`config.mk`:
```
export PLATFORM = sky130hd
export DESIGN_NAME = cpu_alu_8bit_flags
export DESIGN_NICKNAME = d
export VERILOG_FILES = /design/src/hdl/cpualu_pkg.sv /design/src/hdl/cpualu_core.sv /design/src/hdl/cpu_alu_8bit_flags.sv
export SDC_FILE = /design/constraint.sdc
export NUM_CORES = 1
export LEC_CHECK = 0
export BUFFER_PORTS_ARGS = -buffer_cell sky130_fd_sc_hd__buf_2
export CAP_MARGIN = 20
export CORE_MARGIN = 3
export CORE_UTILIZATION = 47
export CTS_BUF_LIST = sky130_fd_sc_hd__clkbuf_8 sky130_fd_sc_hd__clkbuf_16
export CTS_CLUSTER_SIZE = 8
export DETAILED_ROUTE_END_ITERATION = 10
export PLACE_DENSITY_LB_ADDON = 0.3
export SYNTH_ARGS = -nofsm -noshare
export SYNTH_HDL_FRONTEND = slang
export SYNTH_HIERARCHICAL = 1
export SYNTH_SLANG_ARGS = --single-unit
```
`constraint.sdc`:
```
create_clock -name clock -period 5.15 [get_ports clock]
set_input_delay 1.2875 -clock clock [delete_from_list [all_inputs] [get_ports clock]]
set_output_delay 1.2875 -clock clock [all_outputs]
set_load 0.1 [all_outputs]
```
`src/hdl/cpualu_pkg.sv`:
```
package cpualu_pkg;

   localparam logic [4:0] OP_ADD      = 5'd0;
   localparam logic [4:0] OP_ADC      = 5'd1;
   localparam logic [4:0] OP_SUB      = 5'd2;
   localparam logic [4:0] OP_SBC      = 5'd3;
   localparam logic [4:0] OP_AND      = 5'd4;
   localparam logic [4:0] OP_XOR      = 5'd5;
   localparam logic [4:0] OP_OR       = 5'd6;
   localparam logic [4:0] OP_INC8     = 5'd7;
   localparam logic [4:0] OP_DEC8     = 5'd8;
   localparam logic [4:0] OP_RLC      = 5'd9;
   localparam logic [4:0] OP_RRC      = 5'd10;
   localparam logic [4:0] OP_RL       = 5'd11;
   localparam logic [4:0] OP_RR       = 5'd12;
   localparam logic [4:0] OP_SLA      = 5'd13;
   localparam logic [4:0] OP_SRA      = 5'd14;
   localparam logic [4:0] OP_SWAP     = 5'd15;
   localparam logic [4:0] OP_SRL      = 5'd16;
   localparam logic [4:0] OP_BIT      = 5'd17;
   localparam logic [4:0] OP_RES      = 5'd18;
   localparam logic [4:0] OP_SET      = 5'd19;
   localparam logic [4:0] OP_DAA      = 5'd20;
   localparam logic [4:0] OP_ADD16    = 5'd21;
   localparam logic [4:0] OP_ADD16_S8 = 5'd22;
   localparam logic [4:0] OP_INC16    = 5'd23;
   localparam logic [4:0] OP_DEC16    = 5'd24;

   localparam int FLAG_Z = 3;
   localparam int FLAG_N = 2;
   localparam int FLAG_H = 1;
   localparam int FLAG_C = 0;

   localparam logic [3:0] DAA_DIGIT_LIMIT = 4'h9;
   localparam logic [7:0] DAA_BYTE_LIMIT  = 8'h99;
   localparam logic [3:0] DAA_ADJUST      = 4'h6;

   typedef struct packed {
      logic [4:0]  opcode;
      logic [15:0] operand_a;
      logic [15:0] operand_b;
      logic [2:0]  bit_index;
      logic [3:0]  flags_in;
   } req_type;

   typedef struct packed {
      logic [15:0] result;
      logic [3:0]  flags_out;
   } rsp_type;

endpackage

```
`src/hdl/cpualu_core.sv`:
```
module cpualu_core (
   input  cpualu_pkg::req_type req,
   output cpualu_pkg::rsp_type rsp
);

   always_comb begin
      logic [7:0]  a;
      logic [7:0]  b;
      logic        c_in;
      logic        cx;
      logic        n_in;
      logic        hi_adj;
      logic [8:0]  sum9;
      logic [4:0]  h5;
      logic [7:0]  r8;
      logic [7:0]  adj;
      logic [7:0]  mask;
      logic [12:0] sum13;
      logic [16:0] sum17;
      logic [15:0] r16;
      logic [3:0]  f;

      a      = req.operand_a[7:0];
      b      = req.operand_b[7:0];
      c_in   = req.flags_in[cpualu_pkg::FLAG_C];
      n_in   = req.flags_in[cpualu_pkg::FLAG_N];
      cx     = 1'b0;
      hi_adj = 1'b0;
      sum9   = '0;
      h5     = '0;
      r8     = '0;
      adj    = '0;
      sum13  = '0;
      sum17  = '0;
      mask   = 8'b1 << req.bit_index;
      r16    = req.operand_a;
      f      = req.flags_in;

      case (req.opcode)
         cpualu_pkg::OP_ADD, cpualu_pkg::OP_ADC: begin
            cx   = (req.opcode == cpualu_pkg::OP_ADC) && c_in;
            sum9 = {1'b0, a} + {1'b0, b} + {8'b0, cx};
            h5   = {1'b0, a[3:0]} + {1'b0, b[3:0]} + {4'b0, cx};
            r8   = sum9[7:0];
            f    = {r8 == 8'h00, 1'b0, h5[4], sum9[8]};
            r16  = {8'h00, r8};
         end
         cpualu_pkg::OP_SUB, cpualu_pkg::OP_SBC: begin
            cx   = (req.opcode == cpualu_pkg::OP_SBC) && c_in;
            sum9 = {1'b0, a} - {1'b0, b} - {8'b0, cx};
            h5   = {1'b0, a[3:0]} - {1'b0, b[3:0]} - {4'b0, cx};
            r8   = sum9[7:0];
            f    = {r8 == 8'h00, 1'b1, h5[4], sum9[8]};
            r16  = {8'h00, r8};
         end
         cpualu_pkg::OP_AND: begin
            r8  = a & b;
            f   = {r8 == 8'h00, 1'b0, 1'b1, 1'b0};
            r16 = {8'h00, r8};
         end
         cpualu_pkg::OP_XOR: begin
            r8  = a ^ b;
            f   = {r8 == 8'h00, 3'b000};
            r16 = {8'h00, r8};
         end
         cpualu_pkg::OP_OR: begin
            r8  = a | b;
            f   = {r8 == 8'h00, 3'b000};
            r16 = {8'h00, r8};
         end
         cpualu_pkg::OP_INC8: begin
            r8  = a + 8'd1;
            f   = {r8 == 8'h00, 1'b0, r8[3:0] == 4'h0, c_in};
            r16 = {8'h00, r8};
         end
         cpualu_pkg::OP_DEC8: begin
            r8  = a - 8'd1;
            f   = {r8 == 8'h00, 1'b1, r8[3:0] == 4'hF, c_in};
            r16 = {8'h00, r8};
         end
         cpualu_pkg::OP_RLC: begin
            r8  = {a[6:0], a[7]};
            f   = {r8 == 8'h00, 2'b00, a[7]};
            r16 = {8'h00, r8};
         end
         cpualu_pkg::OP_RL: begin
            r8  = {a[6:0], c_in};
            f   = {r8 == 8'h00, 2'b00, a[7]};
            r16 = {8'h00, r8};
         end
         cpualu_pkg::OP_SLA: begin
            r8  = {a[6:0], 1'b0};
            f   = {r8 == 8'h00, 2'b00, a[7]};
            r16 = {8'h00, r8};
         end
         cpualu_pkg::OP_RRC: begin
            r8  = {a[0], a[7:1]};
            f   = {r8 == 8'h00, 2'b00, a[0]};
            r16 = {8'h00, r8};
         end
         cpualu_pkg::OP_RR: begin
            r8  = {c_in, a[7:1]};
            f   = {r8 == 8'h00, 2'b00, a[0]};
            r16 = {8'h00, r8};
         end
         cpualu_pkg::OP_SRA: begin
            r8  = {a[7], a[7:1]};
            f   = {r8 == 8'h00, 2'b00, a[0]};
            r16 = {8'h00, r8};
         end
         cpualu_pkg::OP_SRL: begin
            r8  = {1'b0, a[7:1]};
            f   = {r8 == 8'h00, 2'b00, a[0]};
            r16 = {8'h00, r8};
         end
         cpualu_pkg::OP_SWAP: begin
            r8  = {a[3:0], a[7:4]};
            f   = {r8 == 8'h00, 3'b000};
            r16 = {8'h00, r8};
         end
         cpualu_pkg::OP_BIT: begin
            f = {(a & mask) == 8'h00, 1'b0, 1'b1, c_in};
         end
         cpualu_pkg::OP_RES: begin
            r8  = a & ~mask;
            r16 = {8'h00, r8};
         end
         cpualu_pkg::OP_SET: begin
            r8  = a | mask;
            r16 = {8'h00, r8};
         end
         cpualu_pkg::OP_DAA: begin
            if ((!n_in && (a[3:0] > cpualu_pkg::DAA_DIGIT_LIMIT))
                  || req.flags_in[cpualu_pkg::FLAG_H]) begin
               adj[3:0] = cpualu_pkg::DAA_ADJUST;
            end
            hi_adj = (!n_in && (a > cpualu_pkg::DAA_BYTE_LIMIT)) || c_in;
            if (hi_adj) begin
               adj[7:4] = cpualu_pkg::DAA_ADJUST;
            end
            r8  = n_in ? (a - adj) : (a + adj);
            f   = {r8 == 8'h00, n_in, 1'b0, hi_adj};
            r16 = {8'h00, r8};
         end
         cpualu_pkg::OP_ADD16: begin
            sum17 = {1'b0, req.operand_a} + {1'b0, req.operand_b};
            sum13 = {1'b0, req.operand_a[11:0]} + {1'b0, req.operand_b[11:0]};
            r16   = sum17[15:0];
            f     = {req.flags_in[cpualu_pkg::FLAG_Z], 1'b0, sum13[12], sum17[16]};
         end
         cpualu_pkg::OP_ADD16_S8: begin
            sum9 = {1'b0, a} + {1'b0, b};
            h5   = {1'b0, a[3:0]} + {1'b0, b[3:0]};
            r16  = req.operand_a + {{8{b[7]}}, b};
            f    = {2'b00, h5[4], sum9[8]};
         end
         cpualu_pkg::OP_INC16: begin
            r16 = req.operand_a + 16'd1;
         end
         cpualu_pkg::OP_DEC16: begin
            r16 = req.operand_a - 16'd1;
         end
         default: begin
            r16 = req.operand_a;
         end
      endcase

      rsp.result    = r16;
      rsp.flags_out = f;
   end

endmodule

```
`src/hdl/cpu_alu_8bit_flags.sv`:
```
// 8-bit ALU with 16-bit add and inc/dec; zero, subtract, half-carry and carry flags.
// An accepted item passes the input register, then the result register, and shows on
// rsp_data with rsp_valid for one cycle.
// Throughput: one item per cycle; busy is never raised and the receiver cannot stall.
// Reset is synchronous and active high; it clears the valid flags of both stages.
module cpu_alu_8bit_flags (
   input  logic                clock,
   input  logic                reset,
   input  logic                start,
   output logic                busy,
   input  cpualu_pkg::req_type req_data,
   output logic                rsp_valid,
   output cpualu_pkg::rsp_type rsp_data
);

   logic                in_valid_ff;
   logic                in_valid_in;
   cpualu_pkg::req_type req_ff;
   cpualu_pkg::req_type req_in;
   logic                rsp_valid_ff;
   logic                rsp_valid_in;
   cpualu_pkg::rsp_type rsp_ff;
   cpualu_pkg::rsp_type rsp_in;

   assign busy         = 1'b0;
   assign in_valid_in  = start && !busy;
   assign req_in       = req_data;
   assign rsp_valid_in = in_valid_ff;

   always_ff @(posedge clock) begin
      if (reset) begin
         in_valid_ff  <= 1'b0;
         rsp_valid_ff <= 1'b0;
      end else begin
         in_valid_ff  <= in_valid_in;
         rsp_valid_ff <= rsp_valid_in;
      end
   end

   always_ff @(posedge clock) begin
      req_ff <= req_in;
      rsp_ff <= rsp_in;
   end

   cpualu_core u_core (
      .req (req_ff),
      .rsp (rsp_in)
   );

   assign rsp_valid = rsp_valid_ff;
   assign rsp_data  = rsp_ff;

   a_two_cycle_latency: assert property (
      @(posedge clock) disable iff (reset)
      (start && !busy) |-> ##2 rsp_valid
   ) else $error("accepted item did not produce a result two cycles later");

   a_no_spurious_result: assert property (
      @(posedge clock) disable iff (reset)
      rsp_valid |-> $past(start && !busy, 2)
   ) else $error("result strobe without an accepted item");

   a_s8_flags: assert property (
      @(posedge clock) disable iff (reset)
      (in_valid_ff && (req_ff.opcode == cpualu_pkg::OP_ADD16_S8))
         |=> (rsp_data.flags_out[cpualu_pkg::FLAG_Z] == 1'b0)
             && (rsp_data.flags_out[cpualu_pkg::FLAG_N] == 1'b0)
   ) else $error("16-bit plus offset left Z or N set");

   a_inc16_flags: assert property (
      @(posedge clock) disable iff (reset)
      (in_valid_ff && (req_ff.opcode == cpualu_pkg::OP_INC16))
         |=> (rsp_data.flags_out == $past(req_ff.flags_in))
   ) else $error("16-bit increment changed the flags");

endmodule
```
==> results of run 1 <==
-- sequential cells by signal (all words and copies together) (netlist names) --
register and flops:
in_valid_ff 1, rsp_data 20, req_ff 44, rsp_valid 1
-- worst max-delay path by stage --
stage / from / endpoint / slack, ps / depth (start not counted)
after detailed placement: req_ff[41] / rsp_data[19] / 1170 / 15
after floorplan: req_ff[40] / rsp_data[3] / 1460 / 13
after CTS: req_ff[41] / rsp_data[19] / 1140 / 15
final: req_ff[41] / rsp_data[19] / 1030 / 15
after global placement: req_ff[41] / rsp_data[19] / 1220 / 15
after global routing: req_ff[41] / rsp_data[19] / 770 / 14
-- synth_stat cells (all sizes together), types with 9 or more instances --
cell type	n	area, sq um
a211oi	9	67.6
a21o	10	75.1
a21oi	71	355
a221oi	15	131
and3	13	86.3
buf	14	75.1
clkbuf	21	78.8
dfxtp	66	1320
ha	71	888
inv	38	143
nand2	73	274
nand2b	10	62.6
nand3	29	158
nand4	14	87.6
nor2	76	290
nor2b	10	62.6
nor3	22	126
o21ai	41	205
or3	9	56.3
xnor2	37	324
xor2	18	158
-- kinds of logic (layout without fill, tap and decap cells) --
kind of cell             count (synthesis)  in the layout  synth area share (%)
AND/OR/NAND/NOR                        284            284                  22.6
other                                    1              1                0.0606
buffers and inverters                   74            143                  4.85
XOR/XNOR                                55             55                  7.78
AO/OA/AOI/OAI                          242            242                  26.2
flip-flops                              66             66                  21.3
adder cells (fa/ha/maj)                 75             75                  15.6
multiplexers                             8              8                  1.50
-- area by class of cell --
type	instances	area (sq um)
fillers	1235	5720
multi-input cells	665	4570
flip-flops and latches	66	1320
repair buffers	89	500
clock buffers	10	239
well taps	172	215
inverters	39	146
clock inverters	5	56.3
-- where the power goes --
| group | switching (mW) | total [mW] | internal (mW) |
|---|---|---|---|
| Combinational | 0.526 | 0.772 | 0.246 |
| Sequential | 0.0299 | 0.582 | 0.552 |
| Clock | 0.239 | 0.623 | 0.384 |
| Total | 0.794 | 1.98 | 1.18 |
-- through the flow --
stage / area (sq um) / cells / power (mW)
global placement: 6750 / 1031 / 1.34
detailed placement: 6750 / 1031 / 1.34
floorplan: 6190 / 805 / 1.16
global route: 7050 / 1046 / 2.07
CTS: 7050 / 1046 / 1.97
finish: 7050 / 1046 / 1.98
-- critical path, delay by kind of cell, from the launching register on --
kind,cells,cell delay [ps]
adder cells (fa/ha/maj),1,260
XOR/XNOR,1,100
AO/OA/AOI/OAI,8,2420
AND/OR/NAND/NOR,3,490
flip-flops,1,430
buffers and inverters,2,300
-- layer usage --
| metal | up-vias | global-route usage, % | routed length (um) |
|---|---|---|---|
| li1 | 3107 | - | - |
| met1 | 3001 | 41.6 | 9120 |
| met2 | 486 | 44.9 | 9290 |
| met3 | 91 | 8.65 | 2820 |
| met4 | 0 | 14.1 | 1000 |
| met5 | - | 0 | 0 |
==> out/qor.csv, run 1 <==
metric,value,unit
routedWlPerCell,21.3,um
n_antenna_cell,0,
die-area,14600,sq um
tritoncts,yes,
crit_fanout,15,
endpoint_kind,register,
syn-num-nets,927,
final_util,55.2,%
post-place-ws,1170,ps
clk_latency,350,ps
timing.slew.headroom,19.4,%
drive_above_1_share,13.3,%
fin_crit_sh,80.0,%
grt_pass1_vias,6176,
cp_cell_sequence,buf_4 -> nor2b_1 -> and3_1 -> o21ai_1 -> a21o_1 -> inv_1 -> ha_1 -> nand2b_1 -> a21oi_1 -> a21oi_1 -> a311oi_1 -> a41oi_1 -> a21oi_1 -> xnor2_1 -> a221o_1,
finalSetupViolations,0,
crit_path_top_delay_cell,o21ai_1,
postRouteAntennaNets,0,
clockRootBuffer,clkbuf_16,
tightest_slew,1200,ps
cts_resized,0,
num_rows,41,
ys_ff_latch,66,
critPathArrivalTime,4350,ps
synth-edff-count,0,
cp_common_cell,a21oi_1,
p_per_area,280,nW/um^2
clk_pin_slew,60,ps
syn-cell-area,6190,sq um
p_leak,3.03,nW
hold_viol_final,0,
antenna_found_initial,0,
setup_ws,1030,ps
r2r-start,req_ff[41],
ctsHoldBuffers,0,
fin_tns_setup,0,ps
post_cts_buffers,0,
max_freq,243,MHz
startpoint_type,register,
htree_levels,3,
hold_ws,438,ps
hp-class,reg2reg,
min-delay-start,in_valid_ff,
cts_sinks,66,
gp_congestion,1.05,
track_usage,30.6,%
reg2reg_depth,15,
r2r_slack,1030,ps
vdd_ir_drop_max,143,uV
synth_cell_types,77,
dp_hpwl,16400,um
grt_pass1_wl,34400,um
worstHoldEndpoint,rsp_valid,
yosysSeqAreaShare,21.3,%
yosys_warnings,6,
hold_depth,1,
netlist_instances,805,
drc_errors,0,
timing.clock.skew,8.24,ps
avgSynthCellArea,7.69,sq um
wirelength,22200,um
grt.overflow.total,0,
ioPinCount,69,
dieWidth,121,um
nNetsFinal,992,
synthToLayoutAreaGrowth,13.8,%
io_buffers,67,
drtIter0Drc,1088,
initial_utilization,48.5,%
synth_ff_type,dfxtp_1,
viasPerCell,6.39,
crit_required,5380,ps
clockBufferDepth,2,
dr.pass1.iters,7,
grt_setup_unrepaired,false,
numCtsBuffers,9,
core-area,12800,sq um
max_stage_delay,640,ps
via_count,6685,
cap_violations,0,
grt_max_degree,24,
mostFrequentLayoutCells,"74 x nor2_1, 73 x nand2_1, 71 x a21oi_1, 71 x ha_1, 67 x buf_2",
r2r-end,rsp_data[19],
crit_type,reg2reg,
final_common_cell,nor2_1,
min_period,4120,ps
die_h,121,um
maxSlewViolCount,0,
run_status,"complete, no violations",
async_flop_share,0,%
No activity file was read; power rests on OpenSTA's default activity.
==> run 2: changes to the inputs <==
Clock period 5.15 ns to 4.15 ns, I/O delays scaled along.
==> run 2 against run 1 <==
  * First-iteration DRC count fell by 4.4%
  * Worst hold slack improved by 12 ps
  * Sequential power rose by 24%
  * Clock power rose by 30%
  * Non-clock buffer count rose by 13
  * Combinational power rose by 27%
  * Register-to-register slack got worse by 590 ps
  * Global-route usage fell by 0.21 points
  * Power rose by 27%
  * Maximum frequency rose by 11%
  * Setup slack got worse by 590 ps
  * Largest power group unchanged
==> out/qor.csv, run 2 (synthesis gave the netlist of run 1 again) <==
metric,value,unit
tightest_slew,802,ps
nNetsFinal,1005,
wirelength,22300,um
startpoint_type,register,
reg2reg_depth,15,
p_per_area,350,nW/um^2
m1WireLength,9230,um
hold_viol_final,0,
grt_pass1_wl,34100,um
crit_fanout,8,
viasPerCell,6.33,
critPathBufInv,1,
max_stage_delay,360,ps
mostFrequentLayoutCells,"74 x nor2_1, 73 x nand2_1, 71 x a21oi_1, 71 x ha_1, 67 x buf_2",
die_h,121,um
final_common_cell,nor2_1,
p_leak,3.10,nW
n_antenna_cell,0,
worstHoldEndpoint,rsp_valid,
grt.overflow.total,0,
run_status,"complete, no violations",
cts_resized,0,
top_layer,met4,
clockRootBuffer,clkbuf_16,
htree_levels,3,
min-delay-start,in_valid_ff,
hold_depth,1,
dr.pass1.iters,9,
die-area,14600,sq um
max_freq,269,MHz
crit_required,4380,ps
num_rows,41,
min_period,3710,ps
grt_setup_unrepaired,false,
cp_cell_sequence,inv_1 -> ha_1 -> nor2_1 -> o21ai_0 -> o21ai_0 -> a31oi_1 -> ha_1 -> nand2_1 -> o21ai_0 -> ha_1 -> a21o_1 -> a21oi_1 -> xnor2_1 -> a221o_1 -> o32a_1,
clk_latency,350,ps
endpoint_kind,register,
dp_hpwl,17000,um
power,2.51,mW
finalSetupViolations,0,
fin_tns_setup,0,ps
crit_type,reg2reg,
largest_register,req_ff,
track_usage,30.4,%
core-area,12800,sq um
grt_max_degree,32,
crit_path_top_delay_cell,ha_1,
post_cts_buffers,0,
cp_top_family,compound AO/OA/AOI/OAI gates,
vdd_ir_drop_max,269,uV
critPathArrivalTime,3950,ps
grt_pass1_vias,6173,
r2r-end,rsp_data[11],
met3_wirelength,2850,um
antenna_found_initial,0,
initial_utilization,48.5,%
clk_pin_slew,60,ps
via_count,6707,
gp_congestion,1.03,
tritoncts,yes,
drtIter0Drc,1040,
ioPinCount,69,
routedWlPerCell,21.0,um
clockBufferDepth,2,
dr_wl_met2,9290,um
drc_errors,0,
largest_register_ffs,44,
timing.slew.headroom,46.3,%
fin_crit_sh,89.5,%
timing.clock.skew,9.05,ps
hp-class,reg2reg,
maxSlewViolCount,0,
cap_violations,0,
cts_sinks,66,
r2r-start,req_ff[23],
r2r_slack,440,ps
io_buffers,67,
drive_above_1_share,14.6,%
synthToLayoutAreaGrowth,15.8,%
numCtsBuffers,9,
postRouteAntennaNets,0,
ctsHoldBuffers,0,
dieWidth,121,um
## run 2: worst max-delay path by stage
stage / from / to / slack (ps) / cells after the start
final: req_ff[23] / rsp_data[11] / 440 / 15
after global routing: req_ff[23] / rsp_data[11] / 150 / 16
after CTS: req_ff[23] / rsp_data[11] / 530 / 16
after detailed placement: req_ff[23] / rsp_data[11] / 560 / 16
after global placement: req_ff[42] / rsp_data[19] / 600 / 15
after floorplan: req_ff[40] / rsp_data[3] / 460 / 13
## run 2: where the power goes
| group | internal, mW | total [mW] | leakage [nW] | switching, mW |
|---|---|---|---|---|
| Combinational | 0.315 | 0.980 | 2.39 | 0.664 |
| Sequential | 0.684 | 0.719 | 0.555 | 0.0344 |
| Clock | 0.513 | 0.812 | 0.156 | 0.299 |
| Total | 1.51 | 2.51 | 3.10 | 0.998 |
## run 2: metal layers
| metal | up-vias | GRT usage, % |
|---|---|---|
| li1 | 3139 | - |
| met1 | 3021 | 41.7 |
| met2 | 461 | 43.9 |
| met3 | 86 | 8.93 |
| met4 | 0 | 13.8 |
| met5 | - | 0 |
## run 2: area by class of cell
type / instances / area (sq um)
Multi-Input combinational cell: 665 / 4570
Clock buffer: 12 / 267
Sequential cell: 66 / 1320
Clock inverter: 4 / 50.0
Timing Repair Buffer: 102 / 598
Inverter: 39 / 146
Tap cell: 172 / 215
Fill cell: 1193 / 5610
## run 2: stage by stage
stage          utilization (%)  instance area, sq um  setup WS [ps]  hold WS (ps)  std cells
6_report                  56.1                  7170            436           449       1060
5_1_grt                   56.1                  7170            151           480       1060
4_1_cts                   56.1                  7170            529           457       1060
3_5_place_dp              53.6                  6850            557           450       1044
3_3_place_gp              53.6                  6850            601           419       1044
2_1_floorplan                -                  6190            458           414        805
==> run 3: changes to the inputs <==
Settings changed: CTS_BUF_LIST sky130_fd_sc_hd__clkbuf_8 sky130_fd_sc_hd__clkbuf_16 to sky130_fd_sc_hd__clkbuf_16.
==> run 3 against run 2 <==
  * Worst hold slack gained 1.7 ps
  * Setup slack lost 13 ps
  * Maximum frequency down 0.35%
  * Largest power group unchanged
  * Die area is the same
  * Register-to-register slack is essentially flat
  * Count of clock-buffer cells in the layout decreased by 3
  * Clock power fell by 7.9%
  * Global-route usage hardly changed
==> out/qor.csv, run 3 (synthesis gave the netlist of run 1 again) <==
metric,value,unit
run_status,"complete, no violations",
dp.cells,1044,
post_cts_buffers,0,
gp_congestion,1.03,
core-area,12800,sq um
tightest_slew,822,ps
routedWlPerCell,21.1,um
cts_resized,0,
cap_violations,0,
r2r-start,req_ff[23],
critPathArrivalTime,3960,ps
vdd_ir_drop_max,268,uV
track_usage,30.4,%
clockBufferDepth,2,
cp_top_family,compound AO/OA/AOI/OAI gates,
final_cell_count_no_fill,1060,
fin_area,7140,sq um
hold_viol_final,0,
r2r-end,rsp_data[11],
max_freq,268,MHz
postRouteAntennaNets,0,
post-place-ws,557,ps
ff_latch_area,1320,sq um
n_antenna_cell,0,
grt_pass1_wl,34000,um
clk_pin_slew,50,ps
grt_pass1_vias,6175,
cp_cell_sequence,inv_1 -> ha_1 -> nor2_1 -> o21ai_0 -> o21ai_0 -> a31oi_1 -> ha_1 -> nand2_1 -> o21ai_0 -> ha_1 -> a21o_1 -> a21oi_1 -> xnor2_1 -> a221o_1 -> o32a_1,
maxSlewViolCount,0,
fin_tns_setup,0,ps
numCtsBuffers,9,
min-delay-start,in_valid_ff,
nNetsFinal,1005,
hp-class,reg2reg,
clockRootBuffer,clkbuf_16,
cts_sinks,66,
antenna_found_initial,0,
io_buffers,67,
fillers,1196,
p_per_area,343,nW/um^2
fin_crit_sh,89.8,%
critPathBufInv,1,
worstHoldEndpoint,rsp_valid,
hold_depth,1,
dp_hpwl,17000,um
grt_max_degree,32,
tritoncts,yes,
initial_utilization,48.5,%
crit_path_top_delay_cell,ha_1,
p_leak,3.09,nW
largest_register_ffs,44,
timing.clock.skew,5.10,ps
min_period,3730,ps
multi_input_area,4570,sq um
ctsHoldBuffers,0,
max_stage_delay,370,ps
dr.pass1.iters,9,
reg2reg_depth,15,
drc_errors,0,
grt_setup_unrepaired,false,
largest_register,req_ff,
finalSetupViolations,0,
die-area,14600,sq um
mostFrequentLayoutCells,"74 x nor2_1, 73 x nand2_1, 71 x a21oi_1, 71 x ha_1, 67 x buf_2",
path_depth,15,
drtIter0Drc,990,
drive_above_1_share,14.3,%
num_rows,41,
wirelength,22300,um
final_common_cell,nor2_1,
placed_area,6850,sq um
crit_fanout,8,
crit_type,reg2reg,
viasPerCell,6.36,
htree_levels,3,
synthToLayoutAreaGrowth,15.3,%
die_h,121,um
r2r_slack,420,ps
final_util,55.9,%
via_count,6737,
clk_latency,350,ps
endpoint_kind,register,
setup_ws,423,ps
crit_required,4380,ps
timing.slew.headroom,45.0,%
grt.overflow.total,0,
startpoint_type,register,
ioPinCount,69,
dieWidth,121,um
[run 3: area by class of cell]
| cell class | instances | area share (%) |
|---|---|---|
| multi-input cells | 665 | 64.0 |
| flip-flops and latches | 66 | 18.5 |
| repair buffers | 102 | 8.38 |
| clock buffers | 9 | 3.16 |
| well taps | 172 | 3.01 |
| inverters | 39 | 2.05 |
| clock inverters | 7 | 0.859 |
[run 3: how the worst max path moves through the flow]
| stage | start | to |
|---|---|---|
| final | req_ff[23] | rsp_data[11] |
| after global routing | req_ff[23] | rsp_data[11] |
| after global placement | req_ff[42] | rsp_data[19] |
| after detailed placement | req_ff[23] | rsp_data[11] |
| after floorplan | req_ff[40] | rsp_data[3] |
| after CTS | req_ff[23] | rsp_data[11] |
[run 3: metrics by stage]
stage	hold WS, ps	total power, mW
floorplan	414	1.44
global route	480	2.56
finish	451	2.45
CTS	457	2.44
detailed placement	450	1.68
global placement	419	1.68
[run 3: power by group]
group / internal [mW] / switching (mW) / leakage [nW]
Clock: 0.457 / 0.291 / 0.139
Sequential: 0.685 / 0.0346 / 0.555
Combinational: 0.315 / 0.665 / 2.39
Total: 1.46 / 0.991 / 3.09
[run 3: metal layers]
metal / share of wire [%] / global-route usage, %
met1: 41 / 41.7
met2: 42 / 43.9
met3: 12 / 8.93
met4: 4.4 / 13.8
met5: 0 / 0
